### config.mk
export PLATFORM = sky130hd
export DESIGN_NAME = voice_datagram_header_parser_core
export DESIGN_NICKNAME = d
export VERILOG_FILES = /design/src/sv/vdhp_pkg.sv /design/src/sv/vdhp_front.sv /design/src/sv/vdhp_queue.sv /design/src/sv/voice_datagram_header_parser_core.sv
export SDC_FILE = /design/constraint.sdc
export NUM_CORES = 1
export LEC_CHECK = 0
export BUFFER_PORTS_ARGS = -buffer_cell sky130_fd_sc_hd__buf_2
export CAP_MARGIN = 30
export CORE_UTILIZATION = 60
export CTS_BUF_LIST = sky130_fd_sc_hd__clkbuf_4 sky130_fd_sc_hd__clkbuf_8
export DETAILED_ROUTE_END_ITERATION = 10
export PLACE_DENSITY = 0.78
export SYNTH_ARGS = -nofsm -noshare
export SYNTH_HDL_FRONTEND = slang
export SYNTH_HIERARCHICAL = 1
export SYNTH_SLANG_ARGS = --single-unit
### constraint.sdc
create_clock -name i_clk -period 7.6 [get_ports i_clk]
set_input_delay 0.38 -clock i_clk [delete_from_list [all_inputs] [get_ports i_clk]]
set_output_delay 0.38 -clock i_clk [all_outputs]
set_load 0.01 [all_outputs]
### src/sv/vdhp_pkg.sv
// Package of shared types and constants for the voice datagram header parser.
package vdhp_pkg;

    localparam logic [2:0] ST_OK        = 3'd0;
    localparam logic [2:0] ST_BAD_TYPE  = 3'd1;
    localparam logic [2:0] ST_MALFORMED = 3'd2;
    localparam logic [2:0] ST_TOO_WIDE  = 3'd3;
    localparam logic [2:0] ST_TRUNCATED = 3'd4;
    localparam logic [2:0] ST_BAD_COUNT = 3'd5;

    localparam logic [2:0] PH_FIRST  = 3'd0;
    localparam logic [2:0] PH_SENDER = 3'd1;
    localparam logic [2:0] PH_SEQ    = 3'd2;
    localparam logic [2:0] PH_LEN    = 3'd3;
    localparam logic [2:0] PH_BODY   = 3'd4;
    localparam logic [2:0] PH_DRAIN  = 3'd5;

    localparam logic [0:0] CFG_HAS_SENDER = 1'd0;
    localparam logic [0:0] CFG_MAX_TYPE   = 1'd1;

    localparam logic [7:0]  PFX_INVERT = 8'hf8;
    localparam logic [13:0] POS_BYTES  = 14'd12;
    localparam logic [13:0] COUNT_MAX  = 14'h3fff;

    // One result item as it travels from the parser to the output queue.
    typedef struct packed {
        logic        kind;
        logic [7:0]  out_byte;
        logic        byte_valid;
        logic [2:0]  status;
        logic [2:0]  pkt_type;
        logic [4:0]  target;
        logic [31:0] sender_session;
        logic [63:0] frame_sequence;
        logic [12:0] payload_length;
        logic        terminator;
        logic        has_position;
    } t_result;

endpackage

### src/sv/vdhp_front.sv
// Front part: parses each accepted byte and forms at most one result item.
module vdhp_front (
    input  logic             i_clk,
    input  logic             i_rst_n,
    input  logic             i_take,
    input  logic [7:0]       i_byte,
    input  logic             i_last,
    input  logic             i_has_sender,
    input  logic [2:0]       i_max_type,
    output logic             o_emit,
    output vdhp_pkg::t_result o_res
);

    logic [2:0]  r_phase, n_phase;
    logic [63:0] r_acc, n_acc;
    logic [3:0]  r_left, n_left;
    logic        r_inv, n_inv;
    logic [2:0]  r_type, n_type;
    logic [4:0]  r_target, n_target;
    logic [31:0] r_sender, n_sender;
    logic [63:0] r_seq, n_seq;
    logic [12:0] r_len, n_len;
    logic        r_term, n_term;
    logic [13:0] r_count, n_count;
    logic [2:0]  r_err, n_err;

    // Next-state logic for one byte.
    always_comb begin
        logic        val_ok;
        logic [63:0] v;
        logic        pay;
        logic [2:0]  st;
        logic        pos;
        n_phase = r_phase; n_acc = r_acc; n_left = r_left; n_inv = r_inv;
        n_type = r_type; n_target = r_target; n_sender = r_sender; n_seq = r_seq;
        n_len = r_len; n_term = r_term; n_count = r_count; n_err = r_err;
        val_ok = 1'b0; v = '0; pay = 1'b0; st = vdhp_pkg::ST_OK; pos = 1'b0;
        unique case (r_phase) inside
            vdhp_pkg::PH_FIRST: begin
                n_type = i_byte[7:5];
                n_target = i_byte[4:0];
                if (i_byte[7:5] > i_max_type) begin
                    n_err = vdhp_pkg::ST_BAD_TYPE;
                    n_phase = vdhp_pkg::PH_DRAIN;
                end else begin
                    n_phase = i_has_sender ? vdhp_pkg::PH_SENDER : vdhp_pkg::PH_SEQ;
                end
            end
            vdhp_pkg::PH_SENDER, vdhp_pkg::PH_SEQ, vdhp_pkg::PH_LEN: begin
                if (r_left != 4'd0) begin
                    n_acc = {r_acc[55:0], i_byte};
                    n_left = r_left - 4'd1;
                    if (r_left == 4'd1) begin
                        val_ok = 1'b1;
                        v = {r_acc[55:0], i_byte};
                    end
                end else if (!i_byte[7]) begin
                    val_ok = 1'b1; v = {57'd0, i_byte[6:0]};
                end else if (i_byte[7:6] == 2'b10) begin
                    n_acc = {58'd0, i_byte[5:0]}; n_left = 4'd1;
                end else if (i_byte[7:5] == 3'b110) begin
                    n_acc = {59'd0, i_byte[4:0]}; n_left = 4'd2;
                end else if (i_byte[7:4] == 4'b1110) begin
                    n_acc = {60'd0, i_byte[3:0]}; n_left = 4'd3;
                end else if (i_byte[3:2] == 2'b00) begin
                    n_acc = '0; n_left = 4'd4;
                end else if (i_byte[3:2] == 2'b01) begin
                    n_acc = '0; n_left = 4'd8;
                end else if ((i_byte & 8'hfc) == vdhp_pkg::PFX_INVERT) begin
                    n_inv = ~r_inv;
                end else begin
                    val_ok = 1'b1; v = ~{62'd0, i_byte[1:0]};
                end
                if (val_ok) begin
                    if (r_inv) v = ~v;
                    n_inv = 1'b0; n_acc = '0; n_left = 4'd0;
                    if (r_phase == vdhp_pkg::PH_SENDER) begin
                        if (v[63:32] != 32'd0) begin
                            n_err = vdhp_pkg::ST_TOO_WIDE; n_phase = vdhp_pkg::PH_DRAIN;
                        end else begin
                            n_sender = v[31:0]; n_phase = vdhp_pkg::PH_SEQ;
                        end
                    end else if (r_phase == vdhp_pkg::PH_SEQ) begin
                        n_seq = v; n_phase = vdhp_pkg::PH_LEN;
                    end else if (v[63:16] != 48'd0) begin
                        n_err = vdhp_pkg::ST_TOO_WIDE; n_phase = vdhp_pkg::PH_DRAIN;
                    end else begin
                        n_len = v[12:0]; n_term = v[13]; n_count = '0;
                        n_phase = vdhp_pkg::PH_BODY;
                    end
                end
            end
            vdhp_pkg::PH_BODY: begin
                pay = (r_count < {1'b0, r_len});
                if (r_count != vdhp_pkg::COUNT_MAX) n_count = r_count + 14'd1;
            end
            default: ;
        endcase

        // Summary on the last byte.
        st = n_err;
        if (st == vdhp_pkg::ST_OK) begin
            if (n_phase != vdhp_pkg::PH_BODY) st = vdhp_pkg::ST_TRUNCATED;
            else if (n_count == {1'b0, n_len}) pos = 1'b0;
            else if (n_count == {1'b0, n_len} + vdhp_pkg::POS_BYTES) pos = 1'b1;
            else st = vdhp_pkg::ST_BAD_COUNT;
        end
        o_emit = i_take && (i_last || pay);
        o_res = '0;
        o_res.kind = i_last;
        o_res.out_byte = pay ? i_byte : 8'd0;
        o_res.byte_valid = pay;
        if (i_last) begin
            o_res.status = st;
            o_res.pkt_type = n_type;
            o_res.target = n_target;
            o_res.sender_session = n_sender;
            o_res.frame_sequence = n_seq;
            o_res.payload_length = n_len;
            o_res.terminator = n_term;
            o_res.has_position = (st == vdhp_pkg::ST_OK) && pos;
        end
    end

    // Datagram state; a summary returns it to reset.
    always_ff @(posedge i_clk) begin
        if (!i_rst_n || (i_take && i_last)) begin
            r_phase <= vdhp_pkg::PH_FIRST; r_acc <= '0; r_left <= '0; r_inv <= 1'b0;
            r_type <= '0; r_target <= '0; r_sender <= '0; r_seq <= '0;
            r_len <= '0; r_term <= 1'b0; r_count <= '0; r_err <= vdhp_pkg::ST_OK;
        end else if (i_take) begin
            r_phase <= n_phase; r_acc <= n_acc; r_left <= n_left; r_inv <= n_inv;
            r_type <= n_type; r_target <= n_target; r_sender <= n_sender; r_seq <= n_seq;
            r_len <= n_len; r_term <= n_term; r_count <= n_count; r_err <= n_err;
        end
    end

`ifndef SYNTHESIS
    a_left_in_header: assert property (@(posedge i_clk) disable iff (!i_rst_n)
        (r_left != 4'd0) |-> (r_phase == vdhp_pkg::PH_SENDER ||
        r_phase == vdhp_pkg::PH_SEQ || r_phase == vdhp_pkg::PH_LEN))
        else $error("varint byte count outside header");
    a_err_drain: assert property (@(posedge i_clk) disable iff (!i_rst_n)
        (r_err != vdhp_pkg::ST_OK) |-> (r_phase == vdhp_pkg::PH_DRAIN))
        else $error("error recorded outside drain");
    a_last_clears: assert property (@(posedge i_clk) disable iff (!i_rst_n)
        (i_take && i_last) |=> (r_phase == vdhp_pkg::PH_FIRST))
        else $error("summary did not clear state");
`endif

endmodule

### src/sv/vdhp_queue.sv
// Back part: a short result queue that parts the parser from the consumer.
module vdhp_queue #(
    parameter int DEPTH = 4
) (
    input  logic              i_clk,
    input  logic              i_rst_n,
    input  logic              i_push,
    input  vdhp_pkg::t_result i_data,
    output logic              o_full,
    input  logic              i_pop,
    output logic              o_empty,
    output vdhp_pkg::t_result o_data
);

    localparam int AW = (DEPTH > 1) ? $clog2(DEPTH) : 1;

    vdhp_pkg::t_result r_mem [DEPTH];
    logic [AW-1:0] r_wr, r_rd;
    logic [AW:0]   r_cnt;
    logic          wr_en, rd_en;

    assign o_full  = (r_cnt == (AW+1)'(DEPTH));
    assign o_empty = (r_cnt == '0);
    assign wr_en   = i_push && !o_full;
    assign rd_en   = i_pop && !o_empty;
    assign o_data  = r_mem[r_rd];

    // Storage write.
    always_ff @(posedge i_clk) begin
        if (wr_en) r_mem[r_wr] <= i_data;
    end

    // Pointers and fill count.
    always_ff @(posedge i_clk) begin
        if (!i_rst_n) begin
            r_wr <= '0; r_rd <= '0; r_cnt <= '0;
        end else begin
            if (wr_en) r_wr <= (r_wr == AW'(DEPTH-1)) ? '0 : r_wr + AW'(1);
            if (rd_en) r_rd <= (r_rd == AW'(DEPTH-1)) ? '0 : r_rd + AW'(1);
            r_cnt <= r_cnt + (AW+1)'(wr_en) - (AW+1)'(rd_en);
        end
    end

`ifndef SYNTHESIS
    a_cnt_range: assert property (@(posedge i_clk) disable iff (!i_rst_n)
        r_cnt <= (AW+1)'(DEPTH)) else $error("queue count overflow");
    a_cnt_track: assert property (@(posedge i_clk) disable iff (!i_rst_n)
        (wr_en && !rd_en) |=> (r_cnt == $past(r_cnt) + (AW+1)'(1)))
        else $error("queue count lost a transfer");
    a_ptr_same: assert property (@(posedge i_clk) disable iff (!i_rst_n)
        (r_cnt == '0) |-> (r_wr == r_rd)) else $error("empty queue pointers differ");
`endif

endmodule

### src/sv/voice_datagram_header_parser_core.sv
// Top level of the voice datagram header parser: front parser and result queue.
//  channel | direction | handshake        | payload
//  input   | in        | push / full      | i_in_byte, i_end_of_datagram
//  result  | out       | empty / pop      | o_kind .. o_has_position
//  config  | in        | i_cfg_we         | i_cfg_index, i_cfg_data
// One byte is taken per cycle while full is low; the front parser is combinational
// over its state registers. A result is written into the queue at the edge that takes
// its byte and, if the queue was empty, is on the result ports from the next cycle.
// full is high while the queue holds DEPTH results; the input stalls with it, even
// when a pop happens in the same cycle.
// Reset is synchronous and returns the registers to their reset values.
module voice_datagram_header_parser_core #(
    parameter int DEPTH = 4
) (
    input  logic        i_clk,
    input  logic        i_rst_n,
    input  logic        push,
    output logic        full,
    input  logic [7:0]  i_in_byte,
    input  logic        i_end_of_datagram,
    output logic        empty,
    input  logic        pop,
    output logic        o_kind,
    output logic [7:0]  o_out_byte,
    output logic        o_byte_valid,
    output logic [2:0]  o_status,
    output logic [2:0]  o_pkt_type,
    output logic [4:0]  o_target,
    output logic [31:0] o_sender_session,
    output logic [63:0] o_frame_sequence,
    output logic [12:0] o_payload_length,
    output logic        o_terminator,
    output logic        o_has_position,
    input  logic        i_cfg_we,
    input  logic        i_cfg_index,
    input  logic [2:0]  i_cfg_data
);

    logic              r_has_sender;
    logic [2:0]        r_max_type;
    logic              take, emit;
    vdhp_pkg::t_result res, q_out;

    // Configuration registers.
    always_ff @(posedge i_clk) begin
        if (!i_rst_n) begin
            r_has_sender <= 1'b0;
            r_max_type <= 3'd4;
        end else if (i_cfg_we) begin
            case (i_cfg_index)
                vdhp_pkg::CFG_HAS_SENDER: r_has_sender <= i_cfg_data[0];
                vdhp_pkg::CFG_MAX_TYPE:   r_max_type <= i_cfg_data;
                default: ;
            endcase
        end
    end

    assign take = push && !full;

    vdhp_front u_front (
        .i_clk(i_clk), .i_rst_n(i_rst_n), .i_take(take), .i_byte(i_in_byte),
        .i_last(i_end_of_datagram), .i_has_sender(r_has_sender),
        .i_max_type(r_max_type), .o_emit(emit), .o_res(res)
    );

    vdhp_queue #(.DEPTH(DEPTH)) u_queue (
        .i_clk(i_clk), .i_rst_n(i_rst_n), .i_push(emit), .i_data(res),
        .o_full(full), .i_pop(pop), .o_empty(empty), .o_data(q_out)
    );

    assign o_kind = q_out.kind;
    assign o_out_byte = q_out.out_byte;
    assign o_byte_valid = q_out.byte_valid;
    assign o_status = q_out.status;
    assign o_pkt_type = q_out.pkt_type;
    assign o_target = q_out.target;
    assign o_sender_session = q_out.sender_session;
    assign o_frame_sequence = q_out.frame_sequence;
    assign o_payload_length = q_out.payload_length;
    assign o_terminator = q_out.terminator;
    assign o_has_position = q_out.has_position;

endmodule
==> impl_metrics.py, run 1 <==
metrics = {
    "run_status": {
        "outcome": "complete, but fails checks",
        "violations": "DRC",
    },
    "final_layout": {
        "nets": 2783,
        "fillCellCount": 3623,
        "drive_above_1_share": 0.204,
        "ff_latch_area_um2": 20100,
        "syn2layout_area_growth_pct": 12.0,
        "multi_input_area_um2": 11300,
    },
    "floorplanning": {
        "initial_utilization": 0.612,
        "floorplan.core_area_um2": 52900,
        "ios": 152,
        "rows": 84,
        "die_y_um": 234,
        "die_x_um": 234,
        "die_area_um2": 54800,
    },
    "synthesis": {
        "yosysTopAreaCellShare": 0.490,
        "syn_avg_cell_area_um2": 12.4,
        "async_flop_share": 0,
        "synth_area_leaders": "edfxtp_1, dfxtp_1, mux4_2",
        "ys_types": 91,
        "synth_common_cells": "edfxtp_1, nand2_1, a21oi_1, nor2_1, dfxtp_1",
        "syn_nets": 2650,
        "yosysTopAreaCell": "edfxtp_1",
        "syn_inst": 2605,
        "syn_area_um2": 32300,
        "synth.most_common_cell": "edfxtp_1",
        "ys_warn_count": 6,
        "seq_area_frac_synth": 0.622,
        "synth-seq-cells": 740,
        "synth_top_flop_cell": "edfxtp_1",
        "synth-edff-count": 528,
    },
    "cts": {
        "clk_latency_ns": 0.73,
        "clock_path_buffers": 3,
        "root_buffer": "clkbuf_8",
        "cts_sinks": 740,
        "clk_pin_slew_worst_paths_ns": 0.06,
        "hold_buffers": 12,
        "numCtsBuffers": 113,
        "postCtsSetupBuffers": 0,
        "htree_levels": 3,
        "cts.repair.resized": 0,
        "cts_tree": "yes",
    },
    "grt": {
        "grt_usage": 0.288,
        "antenna_found_initial": 1,
        "grt-ovfl-total": 0,
        "grt_pass1_vias": 21400,
        "grt_first_pass_wirelength_um": 120000,
        "grt_max_degree": 200,
    },
    "setup_path": {
        "endpoint_kind": "register",
        "startpoint_type": "register",
        "critPathRequiredTime_ns": 8.07,
        "r2r_end": "u_queue/r_mem[3][0]",
        "timing_worst_setup_path_type": "reg -> reg",
        "crit_fanout": 43,
        "r2r_start": "u_front/r_left[0]",
        "critPathArrivalTime_ns": 6.10,
        "worst_r2r_path_depth": 18,
        "r2r_slack_ns": 1.97,
    },
    "worst_hold_path": {
        "hold_end": "r_max_type[1]",
        "hold_path.class": "in -> reg",
        "worstHoldPathCells": 3,
        "min_from": "i_cfg_we",
    },
    "sta": {
        "finClkSkew_ns": 0.0549,
        "relSlewSlack": 0.293,
        "drv_slew": 0,
        "tightest_slew_ns": 1.06,
        "fin_tns_setup_ns": 0,
        "fmax_mhz": 178,
        "fin_crit_ns": 5.63,
        "rsz0062_at_grt": "no",
        "hold_violations": 0,
        "setup_viol": 0,
        "min_period_over_period": 0.741,
    },
    "route": {
        "drc_errors": 18,
        "avgRoutedWirePerCell_um": 22.2,
        "avgViaCountPerCell": 6.19,
        "ant_nets": 0,
        "drt_pass1_iterations": 8,
        "first_iter_violations": 2235,
        "totalWireLength_um": 78200,
        "vias": 21800,
    },
    "power_and_ir_drop": {
        "peakVddDrop_v": 0.000198,
        "power_mw": 10.0,
        "p_leak_nw": 12.1,
        "p_per_area_nw_per_um2": 277,
    },
    "flow_run": {
        "maxCapViolCount": 0,
    },
    "placed_design": {
        "dp_hpwl_um": 50300,
        "gp_congestion": 0.940,
        "io_buffers": 151,
    },
}
==> where the power goes <==
part / switching [mW] / internal (mW) / leakage [nW]
sequential: 0.124 / 4.52 / 6.90
combinational: 1.17 / 0.828 / 3.88
clock: 1.49 / 1.91 / 1.29
==> worst max-delay path: stages (launching register included) <==
cell and delay, ns:
dfxtp_1 0.33, inv_1 0.08, ha_1 0.18, buf_4 0.40, or3b_1 0.53, nor3_4 0.83
a2111oi_2 0.10, o2bb2a_1 0.34, nand3_2 0.26, nor3_4 0.07, mux2_2 0.33, ha_1 0.38
nor3_1 0.24, xnor2_1 0.15, nand4_1 0.14, o22ai_1 0.28, and3_1 0.19, nand4bb_1 0.13
nor4bb_2 0.44
==> registers in the layout, indices dropped and copies added, names as in the netlist, named ones only <==
signal            cells
u_front/r_acc        56
u_queue/r_rd          2
r_has_sender          1
u_front/r_type        3
u_queue/r_cnt         3
u_front/r_len        13
u_front/r_phase       3
u_front/r_sender     32
r_max_type            3
u_front/r_err         3
u_front/r_count      14
u_queue/r_mem       528
u_front/r_seq        64
u_front/r_term        1
u_queue/r_wr          2
u_front/r_inv         1
u_front/r_left        4
u_front/r_target      5
==> per-layer routing <==
metal,vias to the layer above,global-route usage,share of wire
met3,144,0.0489,0.070
li1,9987,-,-
met4,0,0.113,0.029
met1,10800,0.385,0.40
met2,936,0.473,0.50
met5,-,0,0
==> worst max-delay path by stage <==
stage	from	to	slack [ns]	cells past startpoint
2_1_floorplan	u_front/r_len[1]	u_queue/r_mem[1][0]	0.77	15
4_1_cts	u_front/r_left[0]	u_queue/r_mem[3][0]	2.02	18
6_report	u_front/r_left[0]	u_queue/r_mem[3][0]	1.97	18
3_3_place_gp	u_front/r_left[0]	u_queue/r_mem[0][119]	2.17	18
3_5_place_dp	u_front/r_left[0]	u_queue/r_mem[1][0]	2.04	18
5_1_grt	u_front/r_left[0]	u_queue/r_mem[3][119]	1.55	17
==> area by class of cell <==
type	count	area share
clock buffer	174	0.0584
clock inverter	41	0.00836
tap	688	0.0238
multi-input combinational	1635	0.313
antenna	1	0.0000691
sequential	740	0.555
inverter	38	0.00397
timing repair buffer	210	0.0374
==> cells by family after synthesis <==
group | after synthesis | share of synthesized area
muxes | 156 | 0.0997
buffers and inverters | 230 | 0.0308
AOI/OAI and AO/OA | 520 | 0.0967
adders and majority gates | 27 | 0.0107
xor gates and xnor gates | 85 | 0.0233
and+or+nand+nor | 847 | 0.117
DFF | 740 | 0.622
==> placed cells by master (no fill, tap or decap), drive strengths merged, types with 91 or more instances in the layout <==
cell type  netlist  routed
nand3           91      91
edfxtp         528     528
a21oi          303     303
nand2          360     360
buf             52     197
dfxtp          212     212
mux4           132     132
nor2           239     239
a211oi          92      92
clkbuf         140     174
==> metrics by stage <==
stage	setup slack [ns]	cells	utilization	hold WS (ns)	cell area [um2]
2_1_floorplan	0.767	2605	-	0.432	32300
3_3_place_gp	2.17	3293	0.635	0.438	33600
3_5_place_dp	2.04	3299	0.637	0.446	33700
4_1_cts	2.02	3526	0.685	0.00456	36200
5_1_grt	1.55	3526	0.685	0.0323	36200
6_report	1.97	3527	0.685	0.0485	36200
(Power assumes the default switching activity.)
==> run 2: changes to the inputs <==
CORE_UTILIZATION = 58   (was 60)
PLACE_DENSITY = 0.79   (was 0.78)
clock period = 4.9 ns   (was 7.6 ns; I/O delays follow)
==> impl_metrics.py, run 2 (synthesis gave the netlist of run 1 again) <==
metrics = {
    "run_status": {
        "outcome": "finished, final reports clean",
    },
    "placed_design": {
        "dp_hpwl_um": 55900,
        "place_ws_ns": 0.0828,
        "io_buffers": 151,
        "dp.cells": 3423,
        "gp_congestion": 0.971,
    },
    "cts": {
        "clock_path_buffers": 3,
        "clk_pin_slew_worst_paths_ns": 0.06,
        "cts_tree": "yes",
        "root_buffer": "clkbuf_8",
        "numCtsBuffers": 113,
        "htree_levels": 3,
        "clk_latency_ns": 0.73,
        "cts_sinks": 740,
    },
    "route": {
        "totalWireLength_um": 83400,
        "avgViaCountPerCell": 6.11,
        "drt_pass1_iterations": 6,
        "vias": 22400,
        "first_iter_violations": 2318,
        "ant_nets": 0,
        "avgRoutedWirePerCell_um": 22.8,
        "drc_errors": 0,
    },
    "sta": {
        "fmax_mhz": 216,
        "finClkSkew_ns": 0.0477,
        "drv_slew": 0,
        "setup_slack_ns": 0.264,
        "relSlewSlack": 0.194,
        "fin_crit_ns": 4.64,
        "tightest_slew_ns": 1.21,
        "setup_viol": 0,
        "hold_violations": 0,
        "min_period_over_period": 0.946,
    },
    "floorplanning": {
        "die_area_um2": 56700,
        "initial_utilization": 0.587,
        "ios": 152,
        "floorplan.core_area_um2": 55100,
        "die_x_um": 238,
        "die_y_um": 238,
        "rows": 86,
    },
    "setup_path": {
        "startpoint_type": "register",
        "cp_top_family": "simple AND/OR/NAND/NOR gates",
        "r2r_start": "u_front/r_left[0]",
        "r2r_end": "u_queue/r_mem[2][0]",
        "r2r_slack_ns": 0.26,
        "crit_slowest_cell": "nor4bb_2",
        "worst_r2r_path_depth": 18,
        "critPathRequiredTime_ns": 5.37,
        "critPathBufInv": 2,
        "timing_worst_setup_path_type": "reg -> reg",
        "crit_chain": "inv_1, ha_2, nor3b_1, buf_4, a31oi_2, nand2_1, a221oi_2, nand3_2, nor3_4, mux2_2, ha_2, nor3_1, xnor2_1, nand4_1, o22ai_1, and3_1, nand4bb_1, nor4bb_2",
        "endpoint_kind": "register",
        "cpMostUsedCell": "ha_2",
        "crit_fanout": 10,
        "critPathMaxStageDelay_ns": 0.44,
        "critPathArrivalTime_ns": 5.11,
    },
    "grt": {
        "grt_first_pass_wirelength_um": 129000,
        "antenna_found_initial": 1,
        "grt_pass1_vias": 22400,
        "grt_max_degree": 133,
        "grt-ovfl-total": 0,
        "grt_usage": 0.298,
    },
    "final_layout": {
        "fillCellCount": 3861,
        "reg_top3": "u_queue/r_mem x528, u_front/r_seq x64, u_front/r_acc x56",
        "ff_latch_area_um2": 20100,
        "layout_common_cells": "edfxtp_1, nand2_1, a21oi_1",
        "fin_cells": 3663,
        "drive_above_1_share": 0.223,
        "top_register": "u_queue/r_mem",
        "mostFrequentLayoutCell": "edfxtp_1",
        "largest_reg_flops": 528,
        "multi_input_area_um2": 11400,
        "syn2layout_area_growth_pct": 14.9,
        "nets": 2858,
        "finalCoreUtilization": 0.674,
    },
    "power_and_ir_drop": {
        "power_mw": 15.9,
        "p_per_area_nw_per_um2": 428,
        "peakVddDrop_v": 0.000357,
        "p_leak_nw": 12.5,
    },
    "worst_hold_path": {
        "hold_path.class": "in -> reg",
        "worstHoldPathCells": 4,
        "min_from": "i_in_byte[3]",
        "hold_end": "u_front/r_target[3]",
    },
    "flow_run": {
        "maxCapViolCount": 0,
    },
}
run 2: repair_timing:
item / 4_1_cts / 5_1_grt
setup endpoints to repair: 0 / 12
setup buffers: 0 / 1
hold endpoints to repair: 27 / 0
gates resized for setup: 0 / 12
hold buffers: 22 / 0
run 2: worst max path at each step:
stage | from | end | depth (start not counted)
after floorplan | u_front/r_len[1] | u_queue/r_mem[0][0] | 15
after global placement | u_front/r_left[1] | u_queue/r_mem[0][119] | 17
after detailed placement | u_front/r_left[1] | u_queue/r_mem[0][119] | 16
after CTS | u_front/r_left[0] | u_queue/r_mem[0][119] | 15
after global routing | u_front/r_left[0] | u_queue/r_mem[2][0] | 18
final | u_front/r_left[0] | u_queue/r_mem[2][0] | 18
run 2: metal layers:
metal  global-route usage  wire [um]  up-vias  share of wire
li1                     -          -    10100              -
met1                0.404      33900    11100           0.41
met2                0.495      41600      969           0.50
met3               0.0371       5170      176          0.062
met4                0.113       2740        0          0.033
met5                    0          0        -              0
run 2: report_power, final:
group | total, mW | leakage, nW | internal (mW) | switching (mW)
sequential | 7.21 | 6.90 | 7.01 | 0.200
combinational | 3.27 | 4.30 | 1.40 | 1.87
clock | 5.40 | 1.31 | 3.04 | 2.36
total | 15.9 | 12.5 | 11.5 | 4.43
run 2: layout make-up:
class	instances	area share
flip-flops and latches	740	0.541
multi-input cells	1635	0.306
repair buffers	285	0.0574
clock buffers	169	0.0560
well taps	748	0.0252
clock inverters	47	0.0103
inverters	38	0.00391
diodes	1	0.0000673
run 2: stage by stage:
| stage | setup TNS, ns | instance area [um2] | hold slack [ns] |
|---|---|---|---|
| after floorplan | -246.39 | 32300 | 0.334 |
| after global placement | 0 | 34400 | 0.438 |
| after detailed placement | 0 | 34400 | 0.449 |
| after CTS | 0 | 37100 | 0.00668 |
| after global routing | -0.0206 | 37200 | 0.0393 |
| final | 0 | 37200 | 0.0604 |
run 2: tightest hold or removal path: cells and delay by family:
| family | cells | cell delay, ns |
|---|---|---|
| AOI/OAI and AO/OA | 1 | 0.07 |
| buffers and inverters | 2 | 0.31 |
| and+or+nand+nor | 1 | 0.09 |
